$ cat config.mk
export PLATFORM = sky130hd
export DESIGN_NAME = obm_cmd_fifo
export DESIGN_NICKNAME = d
export VERILOG_FILES = /design/src/rtl/obm_pkg.sv /design/src/rtl/obm_cmd_fifo.sv
export SDC_FILE = /design/constraint.sdc
export NUM_CORES = 1
export LEC_CHECK = 0
export BUFFER_PORTS_ARGS = -buffer_cell sky130_fd_sc_hd__buf_4
export CAP_MARGIN = 30
export CORE_UTILIZATION = 56
export CTS_CLUSTER_DIAMETER = 120
export CTS_CLUSTER_SIZE = 30
export DETAILED_ROUTE_END_ITERATION = 16
export PLACE_DENSITY = 0.89
export SETUP_SLACK_MARGIN = 0.4
export SYNTH_ARGS = -nofsm -noshare
export SYNTH_HDL_FRONTEND = slang
export SYNTH_SLANG_ARGS = --single-unit
$ cat constraint.sdc
create_clock -name clk -period 15.5 [get_ports clk]
set_input_delay 1.55 -clock clk [delete_from_list [all_inputs] [get_ports clk]]
set_output_delay 1.55 -clock clk [all_outputs]
set_load 0.05 [all_outputs]
$ cat src/rtl/obm_pkg.sv
// Shared types and constants for the order book matching unit.
package obm_pkg;

  localparam int MaxOrders  = 64;
  localparam int MaxResults = 64;
  localparam int SlotW      = $clog2(MaxOrders);
  localparam int CntW       = $clog2(MaxOrders + 1);
  localparam int TradeW     = $clog2(MaxResults);

  typedef enum logic [2:0] {
    ST_RESTED    = 3'd0,
    ST_FILLED    = 3'd1,
    ST_KILLED    = 3'd2,
    ST_DUPLICATE = 3'd3,
    ST_FULL      = 3'd4,
    ST_CANCELLED = 3'd5,
    ST_NOT_FOUND = 3'd6
  } status_t;

  localparam logic OP_ADD    = 1'b0;
  localparam logic OP_CANCEL = 1'b1;
  localparam logic SIDE_BUY  = 1'b0;
  localparam logic KIND_FAK  = 1'b1;

  typedef struct packed {
    logic        opcode;
    logic [31:0] order_id;
    logic        side;
    logic        order_kind;
    logic [31:0] price;
    logic [31:0] quantity;
  } cmd_t;

  typedef enum logic [2:0] {
    EX_IDLE,
    EX_SCAN,
    EX_DECIDE,
    EX_TRADE,
    EX_STATUS
  } ex_state_t;

  typedef struct packed {
    logic        is_trade;
    logic [2:0]  status;
    logic [31:0] buy_id;
    logic [31:0] buy_price;
    logic [31:0] sell_id;
    logic [31:0] sell_price;
    logic [31:0] fill_quantity;
    logic        last;
  } result_t;

endpackage

$ cat src/rtl/obm_cmd_fifo.sv
// Two-entry command queue between the input front and the matching engine.
module obm_cmd_fifo (
  input  logic          clk,
  input  logic          rst_n,
  input  logic          wr_valid,
  output logic          wr_stall,
  input  obm_pkg::cmd_t wr_data,
  output logic          rd_valid,
  input  logic          rd_take,
  output obm_pkg::cmd_t rd_data
);
  import obm_pkg::*;

  cmd_t       mem_r [2];
  logic       wptr_r, rptr_r;
  logic [1:0] cnt_r;
  logic       push, pop;

  assign wr_stall = (cnt_r == 2'd2);
  assign rd_valid = (cnt_r != 2'd0);
  assign rd_data  = mem_r[rptr_r];
  assign push     = wr_valid && !wr_stall;
  assign pop      = rd_take && rd_valid;

  always_ff @(posedge clk) begin
    if (push) begin
      mem_r[wptr_r] <= wr_data;
    end
    if (!rst_n) begin
      wptr_r <= 1'b0;
      rptr_r <= 1'b0;
      cnt_r  <= 2'd0;
    end else begin
      if (push) wptr_r <= ~wptr_r;
      if (pop) rptr_r <= ~rptr_r;
      cnt_r <= cnt_r + {1'b0, push} - {1'b0, pop};
    end
  end

`ifndef ASSERT_OFF
  a_no_overflow: assert property (@(posedge clk) disable iff (!rst_n)
    cnt_r == 2'd2 |=> !(cnt_r == 2'd0))
    else $error("queue count jumped from full to empty");
  a_cnt_range: assert property (@(posedge clk) disable iff (!rst_n)
    cnt_r != 2'd3)
    else $error("queue count out of range");
  a_pop_data: assert property (@(posedge clk) disable iff (!rst_n)
    rd_valid && !pop |=> rd_valid)
    else $error("queue lost an entry");
`endif
endmodule

### Yosys cells after proc, flatten, opt, wreduce, memory -nomap -nowiden

Memory sizes are Yosys's and may differ from the RTL's. A register that Yosys moved wholly into a read port is not among the register bits.
Cells that the tools add are included.

* bits in registers: 4
* memories: 1
* memory bits (writable): 198
* logic and storage cells: 17

* equality and inequality tests: 1
* bitwise logic cells: 2
* add/subtract/negate cells: 2
* reductions and logical operators: 4
* mux-type cells: 4

Memories
* mem_r: depth 2, bits a word 99, rd ports 1, clocked after Yosys merged registers in 1, wr ports 1, RTL line obm_cmd_fifo.sv:14 `cmd_t mem_r [2];`

Operator list (number)
* $mux W1: 4
* $add A2 B1 Y2: 1
* $eq A2 B2 Y1 const B: 1
* $logic_and A1 B1 Y1: 2
* $not A1 Y1: 2
* $reduce_bool A2 Y1: 1
* $sub A2 B1 Y2: 1
* $logic_not A1 Y1: 1

### Depth between registers and ports, before layout

* word-level depth: 5
* depth in mapped cells: 8
* gate-level depth less buffers: 8

### Worst setup path before layout

Ideal clock, no wire load.

* path kind: input -> register
* start: in wr_valid
* end: mem mem_r[0][0] in the netlist's numbering, enable pin
* buffers on the path: 0
* arrival time: 5765 ps
* library setup time: 557 ps
* stages: 2
* slack: 9178 ps
* cell sequence: nand2_1 -> nor2_1

* cells in the longest elaborated chain, start to end: 3

RTL lines
* start, declared: RTL line obm_cmd_fifo.sv:5 `input logic wr_valid,`
* $logic_and A1 B1 Y1: RTL line obm_cmd_fifo.sv:22 `assign push = wr_valid && !wr_stall;`
* $mux W1: RTL line obm_cmd_fifo.sv:26 `if (push) begin`
* $mux W1 (implied by the code): RTL line obm_cmd_fifo.sv:27 `mem_r[wptr_r] <= wr_data;`
* end, declared: RTL line obm_cmd_fifo.sv:14

Every way passes these cells.

==> results.yml <==
route:
  drtPass1Iterations: 4
  routed_wl_um: 12800
  wl_per_cell_um: 17.9
  drtIter0Drc: 211
  vias_per_cell: 5.15
  drc: 0
  num_vias: 3695
  ant_nets: 0
sta:
  hold_violations: 0
  fin_crit_sh_pct: 26.7
  drv_slew: 0
  layout_min_cycle_time_ps: 4140
  tns_ps: 0
  finClkSkew_ps: 10.8
  relSlewSlack_pct: 35.9
  grt_setup_unrepaired: "false"
  setup_viol_count_final: 0
  tightest_slew_ps: 962
  fmax_mhz: 241
critical_path:
  critical_path.top_delay_family: "buffers and inverters"
  crit_path_max_fanout: 73
  start_kind: "flop"
  worstPathArrival_ps: 2590
  criticalPathCategory: "reg2out"
  crit_path_cell_trace: "buf_4 -> mux2_2 -> buf_4"
  critPathRequiredTime_ps: 13950
  crit_top_cell: "buf_4"
  cp_slowest_cell: "buf_4"
  worstSetupEndpointType: "output port"
  max_stage_delay_ps: 790
  crit_buf_inv: 2
layout:
  post-route-util_pct: 73.7
  final_cells: 717
  final_area_um2: 9410
  final_common_cell: "buf_4"
  mostFrequentLayoutCells: "206 x buf_4, 198 x edfxtp_1, 89 x mux2_2"
  drive_gt1_share_pct: 58.9
  n_antenna_cell: 0
  areaGrowthSynthToFinish_pct: 27.0
  num-nets-final: 646
synth:
  ys_types: 18
  netlist_area_um2: 7410
  yosys_warnings: 0
  synth_nets: 439
  synth-seq-area-share_pct: 81.6
  avgSynthCellArea_um2: 22.2
  synth-seq-cells: 203
  netlist_instances: 334
cts:
  path_clk_slew_ps: 100
  post_cts_resized: 0
  cts-htree-levels: 1
  clock_latency_ps: 450
  clock-root-buffer: "clkbuf_16"
  postCtsSetupBuffers: 0
  cts_buffers: 10
  ctsHoldBuffers: 0
  clock_path_buffers: 3
  cts_tree: "yes"
  clkSinkCount: 203
floorplan:
  io_pins: 204
  rows: 41
  start_util_pct: 58.0
  dieArea_um2: 13700
  fp.dieH_um: 117
  die_w_um: 117
  core_area_um2: 12800
power_and_ir_drop:
  leakagePower_uw: 0.00351
  ir_worst_vdd_v: 0.000151
  power-per-cell-area_nw_per_um2: 174
place:
  dpl.hpwl_um: 8600
  place_inst: 701
  dpl_cell_area_um2: 9110
  gp_congestion: 0.696
  io_buffers: 203
flow_run:
  drv_cap: 0
hold_path:
  hold_class: "reg2reg"
grt:
  grt_max_degree: 74
  track_usage_pct: 17.7
  antenna_found_initial: 0
  grt_pass1_vias: 3758
  overflow: 0
  grt_pass1_wl_um: 18100
run_status:
  status: "complete, no violations"
[worst min-delay path: stages (launching register included)]
cell,delay [ps]
dfxtp_1,340
xnor2_1,80
nor2_1,80
[area by class of cell]
| cell class | count | area [um^2] |
|---|---|---|
| clock buffer | 15 | 290 |
| sequential | 203 | 6050 |
| tap | 172 | 215 |
| clock inverter | 1 | 8.76 |
| timing repair buffer | 206 | 1550 |
| inverter | 3 | 11.3 |
| fill | 755 | 3360 |
| multi-input combinational | 117 | 1290 |
[through the flow]
step	power, uW	worst slack [ps]	hold WS [ps]
after floorplan	1200	9180	455
after global placement	1350	11770	497
after detailed placement	1370	11700	512
after CTS	1650	11370	538
after global routing	1690	11260	570
final	1630	11360	527
[state kept, by name, summed over array words and instances, names as in the netlist, named ones only]
register	flops
cnt_r	2
mem_r	198
rptr_r	1
wptr_r	1
[power breakdown]
group          total, uW  switching, uW  internal [uW]
Clock                283            150            133
Sequential           717           27.1            689
Combinational        634            422            213
Total               1630            599           1030
[metal layers]
layer / track usage, % / part of all wire [%] / vias to the layer above
met4: 2.70 / 0.89 / 0
li1: - / - / 1717
met3: 4.94 / 7.8 / 11
met1: 18.3 / 36 / 1824
met2: 35.6 / 55 / 143
met5: 0 / 0 / -
[cell families after synthesis]
group	count (synthesis)	share of synthesized area, %
AO/OA/AOI/OAI	1	0.101
XOR/XNOR	3	0.355
adder cells (fa/ha/maj)	2	0.338
buffers and inverters	14	1.15
flip-flops	203	81.6
multiplexers	100	15.7
AND/OR/NAND/NOR	11	0.727
[path summary, 6_finish.rpt]
path / cells after the start / slack [ps] / startpoint / to
worst max-delay path: 3 / 11360 / flop / rd_data[35]
worst min-delay path: 2 / 530 / rptr_r / rptr_r
worst max register to register: 4 / 12850 / cnt_r[0] / mem_r[0][56]
worst min register to register: 2 / 530 / rptr_r / rptr_r
[synth_stat cells]
| cell | number | share of area, % |
|---|---|---|
| edfxtp_1 | 198 | 80 |
| dfxtp_1 | 5 | 1.4 |
| nand2b_1 | 2 | 0.17 |
| nor2_1 | 4 | 0.20 |
| o21a_1 | 1 | 0.10 |
| mux2i_1 | 1 | 0.14 |
| inv_1 | 3 | 0.15 |
| nand2_1 | 2 | 0.10 |
| xnor2_1 | 2 | 0.24 |
| ha_1 | 2 | 0.34 |
| and2_1 | 1 | 0.085 |
| xor2_1 | 1 | 0.12 |
| or2_2 | 1 | 0.085 |
| mux2_4 | 10 | 2.0 |
| buf_6 | 3 | 0.46 |
| and3_1 | 1 | 0.085 |
| mux2_2 | 89 | 14 |
| buf_2 | 8 | 0.54 |
(Power assumes the default switching activity.)
